`config.mk`:
```
export PLATFORM = sky130hd
export DESIGN_NAME = outstanding_request_retry_tracker
export DESIGN_NICKNAME = d
export VERILOG_FILES = /design/src/rtl/orrt_pkg.sv /design/src/rtl/orrt_cell.sv /design/src/rtl/outstanding_request_retry_tracker.sv
export SDC_FILE = /design/constraint.sdc
export NUM_CORES = 2
export LEC_CHECK = 0
export BUFFER_PORTS_ARGS = -buffer_cell sky130_fd_sc_hd__buf_4
export CAP_MARGIN = 25
export CORE_ASPECT_RATIO = 1.25
export CORE_MARGIN = 2
export CORE_UTILIZATION = 57
export DETAILED_ROUTE_END_ITERATION = 16
export PLACE_DENSITY = 0.73
export SYNTH_ARGS = -nofsm -noshare
export SYNTH_HDL_FRONTEND = slang
export SYNTH_HIERARCHICAL = 1
export SYNTH_SLANG_ARGS = --single-unit
```
`constraint.sdc`:
```
create_clock -name clk -period 8.8 [get_ports clk]
set_clock_uncertainty 0.1 [all_clocks]
set_input_delay 1.32 -clock clk [delete_from_list [all_inputs] [get_ports clk]]
set_output_delay 1.32 -clock clk [all_outputs]
set_load 0.005 [all_outputs]
```
`src/rtl/orrt_pkg.sv`:
```
`default_nettype none
package orrt_pkg;
  localparam int Depth = 16;
  localparam int TimeW = 16;
  localparam int CntW = $clog2(Depth + 1);

  typedef enum logic [1:0] {
    OP_SEND = 2'd0,
    OP_RESP = 2'd1,
    OP_TICK = 2'd2,
    OP_NONE = 2'd3
  } op_t;

  typedef enum logic [2:0] {
    K_XMIT = 3'd0,
    K_MATCH = 3'd1,
    K_UNASSIGN = 3'd2,
    K_RESEND = 3'd3,
    K_EXPIRE = 3'd4,
    K_UNTRACKED = 3'd5
  } kind_t;

  typedef enum logic [2:0] {
    S_IDLE,
    S_SEND,
    S_RESP,
    S_RFIN,
    S_TICK,
    S_TFIN,
    S_EXP
  } state_t;

  typedef struct packed {
    logic [7:0] node;
    logic [7:0] proto;
    logic [15:0] cmd;
    logic [7:0] tag;
    logic [1:0] count;
    logic [TimeW-1:0] stamp;
  } entry_t;

  // control from sequencer to each cell
  typedef struct packed {
    logic shift;  // take the entry of the next cell up the row
    logic load;   // take the broadcast entry
  } cell_ctl_t;

  localparam logic [0:0] RegTimeout = 1'b0;
  localparam logic [0:0] RegMaxTx = 1'b1;
endpackage
`default_nettype wire

```
`src/rtl/orrt_cell.sv`:
```
`default_nettype none
module orrt_cell (
  input  wire logic                clk,
  input  wire orrt_pkg::cell_ctl_t ctl,
  input  wire orrt_pkg::entry_t    nbr,
  input  wire orrt_pkg::entry_t    ins,
  output orrt_pkg::entry_t         q
);
  import orrt_pkg::*;
  entry_t q_r;
  always_ff @(posedge clk) begin
    if (ctl.load) begin
      q_r <= ins;
    end else if (ctl.shift) begin
      q_r <= nbr;
    end
  end
  assign q = q_r;
endmodule
`default_nettype wire

```
`src/rtl/outstanding_request_retry_tracker.sv`:
```
`default_nettype none
// Pending requests sit in a row of 16 cells, oldest at cell 0; only the
// cell 0 entry is inspected and the valid part of the row rotates through it.
// A request is taken when start is high and busy is low. Busy is high while
// a send reports its result. A response visits each of the n pending
// entries once, one per cycle, and then reports its last result. A tick pops
// the p timed-out front entries one per cycle, requeueing resends at the
// back, and then reports the x expired ones from a second row of cells. A
// match or a resend is held until the next one is found or the pass ends,
// so results come one per cycle at most, with gaps. Each result is valid
// for one cycle on out_strobe and the receiver cannot stall it.
module outstanding_request_retry_tracker (
  input  wire logic        clk,
  input  wire logic        rst_n,
  input  wire logic        start,
  output logic             busy,
  input  wire logic [1:0]  in_operation,
  input  wire logic [7:0]  in_node_id,
  input  wire logic [7:0]  in_protocol_id,
  input  wire logic signed [15:0] in_command_code,
  input  wire logic [7:0]  in_request_tag,
  input  wire logic        in_wants_reply,
  input  wire logic        cfg_we,
  input  wire logic [0:0]  cfg_index,
  input  wire logic [15:0] cfg_data,
  output logic             out_strobe,
  output logic [2:0]       out_result_kind,
  output logic [7:0]       out_result_tag,
  output logic [7:0]       out_result_node,
  output logic [7:0]       out_result_protocol,
  output logic signed [15:0] out_result_command,
  output logic             out_last_result
);
  import orrt_pkg::*;

  state_t state_r, state_nxt;
  entry_t cell_q [Depth];
  entry_t xcell_q [Depth];
  cell_ctl_t ctl [Depth];
  cell_ctl_t xctl [Depth];
  entry_t ins;
  entry_t req_r, req_nxt;
  entry_t hold_r, hold_nxt;            // found result waiting for its last flag
  logic hold_v_r, hold_v_nxt;
  logic wants_r, wants_nxt;
  logic [CntW-1:0] cnt_r, cnt_nxt;     // valid entries
  logic [CntW-1:0] step_r, step_nxt;   // entries left to visit
  logic [CntW-1:0] nexp_r, nexp_nxt;   // expired entries waiting
  logic [TimeW-1:0] time_r, time_nxt;
  logic [15:0] tmo_r;
  logic [1:0] mtx_r;
  logic row_adv, back_ld, ins_ld, exp_wr, exp_adv;
  kind_t okind;
  entry_t oent;
  logic ostb, olast;

  entry_t head;
  logic match, aged, resend;
  logic [15:0] lim;
  logic [TimeW-1:0] age;

  genvar g;
  generate
    for (g = 0; g < Depth; g++) begin : g_cell
      if (g == Depth - 1) begin : g_last
        orrt_cell u_cell (.clk(clk), .ctl(ctl[g]), .nbr(ins), .ins(ins), .q(cell_q[g]));
        orrt_cell u_xcell (.clk(clk), .ctl(xctl[g]), .nbr(head), .ins(head),
                           .q(xcell_q[g]));
      end else begin : g_mid
        orrt_cell u_cell (.clk(clk), .ctl(ctl[g]), .nbr(cell_q[g+1]), .ins(ins),
                          .q(cell_q[g]));
        orrt_cell u_xcell (.clk(clk), .ctl(xctl[g]), .nbr(xcell_q[g+1]), .ins(head),
                           .q(xcell_q[g]));
      end
    end
  endgenerate

  assign busy = (state_r != S_IDLE);
  assign head = cell_q[0];
  // compare as integers: a command of 32767 plus one never wraps to a match
  assign match = head.node == req_r.node && head.proto == req_r.proto &&
                 ({head.cmd[15], head.cmd} + 17'd1) == {req_r.cmd[15], req_r.cmd};
  assign lim = (tmo_r == 16'd0) ? 16'd1 : tmo_r;
  assign age = time_r - head.stamp;
  assign aged = age >= lim;
  assign resend = head.count < mtx_r;

  // row_adv moves the valid part of the row one cell down; back_ld refills
  // its last cell, ins_ld appends after it
  always_comb begin
    for (int i = 0; i < Depth; i++) begin
      ctl[i].shift = row_adv && (CntW'(i + 1) < cnt_r);
      ctl[i].load = (back_ld && (CntW'(i + 1) == cnt_r)) ||
                    (ins_ld && (CntW'(i) == cnt_r));
      xctl[i].shift = exp_adv;
      xctl[i].load = exp_wr && (CntW'(i) == nexp_r);
    end
  end

  always_comb begin
    state_nxt = state_r;
    unique case (state_r)
      S_IDLE: if (start) begin
        unique case (op_t'(in_operation))
          OP_SEND: state_nxt = S_SEND;
          OP_RESP: state_nxt = S_RESP;
          OP_TICK: state_nxt = S_TICK;
          OP_NONE: state_nxt = S_IDLE;
        endcase
      end
      S_SEND: state_nxt = S_IDLE;
      S_RESP: if (step_r == '0) state_nxt = S_RFIN;
      S_RFIN: state_nxt = S_IDLE;
      S_TICK: if (step_r == '0 || !aged) state_nxt = S_TFIN;
      S_TFIN: state_nxt = (nexp_r != '0) ? S_EXP : S_IDLE;
      S_EXP: if (nexp_r == CntW'(1)) state_nxt = S_IDLE;
      default: state_nxt = S_IDLE;
    endcase
  end

  always_comb begin
    cnt_nxt = cnt_r; step_nxt = step_r; nexp_nxt = nexp_r; time_nxt = time_r;
    req_nxt = req_r; wants_nxt = wants_r; hold_nxt = hold_r; hold_v_nxt = hold_v_r;
    row_adv = 1'b0; back_ld = 1'b0; ins_ld = 1'b0; exp_wr = 1'b0; exp_adv = 1'b0;
    ins = head; okind = K_XMIT; oent = hold_r; ostb = 1'b0; olast = 1'b0;
    unique case (state_r)
      S_IDLE: if (start) begin
        req_nxt.node = in_node_id;
        req_nxt.proto = in_protocol_id;
        req_nxt.cmd = in_command_code;
        req_nxt.tag = in_request_tag;
        req_nxt.count = 2'd1;
        req_nxt.stamp = time_r;
        wants_nxt = in_wants_reply;
        step_nxt = cnt_r; nexp_nxt = '0; hold_v_nxt = 1'b0;
        if (op_t'(in_operation) == OP_TICK) time_nxt = time_r + TimeW'(1);
      end
      S_SEND: begin
        ostb = 1'b1; olast = 1'b1; oent = req_r; ins = req_r;
        if (wants_r) begin
          if (cnt_r == CntW'(Depth)) begin
            okind = K_UNTRACKED;
          end else begin
            ins_ld = 1'b1; cnt_nxt = cnt_r + CntW'(1);
          end
        end
      end
      S_RESP: if (step_r != '0) begin
        row_adv = 1'b1; step_nxt = step_r - CntW'(1);
        if (match) begin
          // drop the head; report the previous match, hold this one
          cnt_nxt = cnt_r - CntW'(1);
          hold_nxt = head; hold_v_nxt = 1'b1;
          ostb = hold_v_r; okind = K_MATCH;
        end else begin
          back_ld = 1'b1;
        end
      end
      S_RFIN: begin
        ostb = 1'b1; olast = 1'b1;
        if (hold_v_r) begin
          okind = K_MATCH;
        end else begin
          okind = K_UNASSIGN; oent = req_r; oent.tag = '0;
        end
      end
      S_TICK: if (step_r != '0 && aged) begin
        row_adv = 1'b1; step_nxt = step_r - CntW'(1);
        if (resend) begin
          back_ld = 1'b1;
          ins.count = head.count + 2'd1; ins.stamp = time_r;
          hold_nxt = head; hold_v_nxt = 1'b1;
          ostb = hold_v_r; okind = K_RESEND;
        end else begin
          exp_wr = 1'b1; nexp_nxt = nexp_r + CntW'(1); cnt_nxt = cnt_r - CntW'(1);
        end
      end
      S_TFIN: begin
        ostb = hold_v_r; okind = K_RESEND; olast = (nexp_r == '0);
      end
      S_EXP: begin
        ostb = 1'b1; okind = K_EXPIRE; oent = xcell_q[0];
        olast = (nexp_r == CntW'(1));
        exp_adv = 1'b1; nexp_nxt = nexp_r - CntW'(1);
      end
      default: ;
    endcase
  end

  always_ff @(posedge clk) begin
    if (!rst_n) begin
      state_r <= S_IDLE;
      cnt_r <= '0;
      step_r <= '0;
      nexp_r <= '0;
      time_r <= '0;
      req_r <= '0;
      wants_r <= 1'b0;
      hold_r <= '0;
      hold_v_r <= 1'b0;
      tmo_r <= 16'd100;
      mtx_r <= 2'd3;
    end else begin
      state_r <= state_nxt;
      cnt_r <= cnt_nxt;
      step_r <= step_nxt;
      nexp_r <= nexp_nxt;
      time_r <= time_nxt;
      req_r <= req_nxt;
      wants_r <= wants_nxt;
      hold_r <= hold_nxt;
      hold_v_r <= hold_v_nxt;
      if (cfg_we) begin
        if (cfg_index == RegTimeout) begin
          tmo_r <= cfg_data;
        end else begin
          mtx_r <= cfg_data[1:0];
        end
      end
    end
  end

  assign out_strobe = ostb;
  assign out_result_kind = okind;
  assign out_result_tag = oent.tag;
  assign out_result_node = oent.node;
  assign out_result_protocol = oent.proto;
  assign out_result_command = oent.cmd;
  assign out_last_result = olast;
endmodule
`default_nettype wire
```
---- Yosys cells after proc, flatten, opt, wreduce, memory -nomap -nowiden ----
Index checks and enable logic that the tools add are counted.
word-level totals
  flip-flop bits (word level) ............. 2,025
  output and inout port bits .............. 46
  logic and storage cells ................. 572
operators by class
  equal/unequal tests ..................... 56
  magnitude comparators ................... 18
  multiplexer cells ....................... 133
  reductions and logical operators ........ 142
  add/sub/neg operators ................... 9
  bitwise logic cells ..................... 1
operators with widths
  cell                   count
  $mux 58                69
  $pmux 58 s3            1
  $pmux 58 s2            1
  $eq 4x5->1 const A     16
  $logic_and 1x1->1      67
  $reduce_bool 2->1      33
  $mux 5                 12
  $pmux 5 s3             3
  $eq 3x5->1 const A     8
  $lt 4x5->1 const A     8
  $mux 40                1
  $mux 18                2
  $pmux 18 s2            1
  $mux 1                 24
  $ne 2x2->1 const B     11
  $mux 3                 7
  $eq 2x5->1 const A     4
  $lt 3x5->1 const A     4
  $pmux 3 s6             1
  $add 16x2->17 const B  1
  $eq 17x17->1           1
  $logic_or 1x1->1       17
  $add 16x1->16 const B  1
  $eq 8x8->1             2
  other kinds (41)       64

---- Depth between registers and ports, before layout ----
  depth after elaboration ................. 9
  mapped depth ............................ 26
  gate-level depth less buffers ........... 22

---- By module ----
The synthesis kept the hierarchy.
modules (own cells, without submodules)
  module                             area each (µm²)  cells an instance  sequential area each (µm²)  times used
  orrt_cell                          2,492.4          124                1,741.7                     32
  outstanding_request_retry_tracker  10,543.9         1,511              3,022.9                     1

---- Least setup slack after synthesis ----
Ideal clock, no wire load.
  kind .................................... register -> register
  start point ............................. reg g_cell[0].g_mid.u_cell.q_r, in the netlist g_cell[0].g_mid.u_cell/q[1]
  end point ............................... reg g_cell[12].g_mid.u_cell.q_r, in the netlist g_cell[12].g_mid.u_cell/q[0], enable pin
  arrival ................................. 6.076 ns
  setup time .............................. 0.419 ns
  slack ................................... 2.205 ns
  buffers on the path ..................... 5
  stages on the path, launching flop included .. 23
  data required time ...................... 8.281 ns
  path through ............................ edfxtp_1 -> inv_1 -> ha_1 -> nor2b_1 -> o21a_1 -> o21ai_0 -> a21oi_1 -> o2111ai_1 -> a31oi_1 -> and4_1 -> or3_1 -> ha_1 -> nand4_1 -> o31ai_1 -> o2111a_1 -> buf_2 -> clkbuf_1 -> a22oi_1 -> a21oi_1 -> buf_6 -> buf_6 -> buf_8 -> or2_1
RTL lines
  what                    line             RTL
  start, declared         orrt_cell.sv:10  entry_t q_r;
  start signal, assigned  orrt_cell.sv:13  q_r <= ins;
  start signal, assigned  orrt_cell.sv:15  q_r <= nbr;
  end signal, assigned    orrt_cell.sv:13
  end signal, assigned    orrt_cell.sv:15
  end, declared           orrt_cell.sv:10

---- Worst setup path in the final report ----
  start point ............................. reg time_r[0]
  end point ............................... out out_strobe
on the way
  longest elaborated chain between the ends .. 5
ends and longest elaborated chain
  what                    line                                      RTL
  start, declared         outstanding_request_retry_tracker.sv:49   logic [TimeW-1:0] time_r, time_nxt;
  start signal, assigned  outstanding_request_retry_tracker.sv:208  time_r <= time_nxt;
  $sub 16x16->16          outstanding_request_retry_tracker.sv:84   assign age = time_r - head.stamp;
  $ge 16x16->1            outstanding_request_retry_tracker.sv:85   assign aged = age >= lim;
  $logic_and 1x1->1       outstanding_request_retry_tracker.sv:167  S_TICK: if (step_r != '0 && aged) begin
  $mux 1                  outstanding_request_retry_tracker.sv:167
  $pmux 1 s4              outstanding_request_retry_tracker.sv:126  unique case (state_r)
  end, declared           outstanding_request_retry_tracker.sv:26   output logic out_strobe,
Every way passes these cells.

==> run_results.csv <==
group,metric,value,unit
worst_setup_path,crit_type,"flop to output pin",
timing,fin_crit_sh,0.865,
final_layout,layout_common_cells,"1568 x edfxtp_1, 1281 x mux2_2, 408 x nand2_1",
clock_tree,cts_tree,"done",
detailed_routing,drt.antenna.violating_nets,0,
final_layout,final_nets,5054,
worst_setup_path,crit_path_end_kind,"output pin",
detailed_routing,routed_wl,181000,um
timing,max_freq,0.131,GHz
clock_tree,cts_resized,0,
clock_tree,cts.sinks,1719,
timing,drv_slew,0,
timing,finalSetupViolCount,0,
clock_tree,htreeDepth,4,
pwr,p_total,0.0173,W
detailed_routing,drc,0,
final_layout,finalNonFillerCells,6867,
worst_setup_path,cp.required,7380,ps
worst_setup_path,cp.buffers_inverters,4,
pwr,p_per_area,202,nW/um^2
logic_synthesis,syn-num-nets,4998,
die,die-area,140000,um^2
clock_tree,post-cts-setup-buffers,0,
clock_tree,cts_buffer_depth,3,
grt,grt_max_degree,78,
worst_setup_path,crit_slowest_cell,"buf_4",
clock_tree,hold_buffers,0,
timing,hold_slack,357,ps
placement,gp_congestion,0.875,
timing,rsz0062_at_grt,"no",
die,fp.dieH,418,um
hold_path,hp-class,"flop to flop",
detailed_routing,vias,42300,
final_layout,syn2layout_area_growth,9.39,%
job,drv_cap,0,
detailed_routing,dr.pass1.iters,5,
detailed_routing,wire_per_inst,26.4,um
timing,hold_viol,0,
die,core,137000,um^2
detailed_routing,via_per_inst,6.16,
worst_setup_path,critPathMaxStageDelay,770,ps
grt,antenna_found_initial,13,
timing,final.setup.tns,0,ps
timing,setup_ws,1190,ps
placement,dp_slack,2120,ps
worst_setup_path,worst_ep_arrival_time,6190,ps
die,num_io_pins,110,
clock_tree,path_clk_slew,60,ps
logic_synthesis,syn_area_per_cell,16.0,um^2
logic_synthesis,yosys_warnings,6,
final_layout,fillers,9933,
final_layout,drive_gt1_frac,0.412,
timing,max_slew_margin,0.273,
detailed_routing,initialDrtViolationCount,3654,
die,die_w,336,um
grt,grt_pass1_vias,42800,
timing,worst_pin_slew,1090,ps
logic_synthesis,synth_cells,4887,
placement,dp.cells,6533,
timing,period_needed,7610,ps
die,start_util,0.572,
outcome,status,"complete, no violations",
pwr,max-vdd-ir-drop,245,uV
grt,grt_overflow,0,
clock_tree,clockRootBuffer,"clkbuf_16",
grt,grt_usage,0.258,
placement,port_buffers,109,
worst_setup_path,path_cells,"inv_1 > ha_1 > inv_1 > fa_1 > a21o_1 > a21oi_1 > nor2b_1 > o21ai_0 > a211oi_1 > o31ai_1 > a21oi_1 > xor2_1 > ha_1 > nand4_1 > o31ai_1 > o2111a_2 > buf_4 > o21ai_0 > a32oi_1 > buf_4",
worst_setup_path,worstPathMaxFanout,73,
logic_synthesis,netlist_area,78300,um^2
pwr,p_leak,28.5,nW
clock_tree,numCtsBuffers,168,
worst_setup_path,cp-start-kind,"flop",
grt,grt_pass1_wl,271000,um
placement,dpl.hpwl,108000,um
die,rows,152,
final_layout,final_common_cell,"edfxtp_1",
worst_setup_path,critPathTopFamily,"compound AO/OA/AOI/OAI gates",
clock_tree,clock_latency,810,ps
==> stage by stage <==
| stage | instance area, um^2 | util |
|---|---|---|
| floorplan | 78300 | - |
| global placement | 80100 | 0.585 |
| detailed placement | 80100 | 0.585 |
| CTS | 85400 | 0.624 |
| global route | 85700 | 0.626 |
| finish | 85700 | 0.626 |
==> tightest hold or removal path, stage by stage, from the launching register on <==
cell and delay (ps):
dfxtp_1 310, nand2_1 50, a21oi_1 50
==> path summary, 6_finish.rpt <==
kind | start | endpoint | slack, ps | depth (start not counted)
worst max-delay path | time_r[0] | out_strobe | 1190 | 20
worst min register to register | req_r[0] | req_r[0] | 360 | 2
worst max register to register | time_r[0] | g_cell[8].g_mid.u_cell/q[36] | 2290 | 20
worst min-delay path | req_r[0] | req_r[0] | 360 | 2
==> report_power, final <==
group	internal (W)	switching, W
Clock	0.00388	0.00307
Combinational	0.000369	0.000774
Sequential	0.00902	0.000175
==> state kept, by name (all words and copies together), names as in the netlist, 16 cells and up <==
signal and flops:
g_cell.g_last.u_cell/q 58, g_cell.g_last.u_xcell/q 40, g_cell.g_mid.u_cell/q 870, g_cell.g_mid.u_xcell/q 600, hold_r 40, req_r 57, time_r 16, tmo_r 16
==> per-layer routing <==
layer,part of all wire,GRT usage,wire length [um],vias up
met5,0.00011,0,20,-
met4,0.040,0.113,7230,2
met3,0.065,0.0461,11700,375
met2,0.49,0.428,88500,1441
met1,0.41,0.334,73600,21800
li1,-,-,-,18700
==> area by class of cell <==
type / count / area, um^2 / share of cell area
inverters: 55 / 209 / 0.00244
multi-input cells: 2794 / 26100 / 0.305
well taps: 1771 / 2220 / 0.0259
flip-flops and latches: 1719 / 50100 / 0.585
clock inverters: 85 / 682 / 0.00796
diodes: 11 / 27.5 / 0.000321
repair buffers: 205 / 1720 / 0.0201
clock buffers: 227 / 4620 / 0.0539
(Power assumes the default switching activity.)
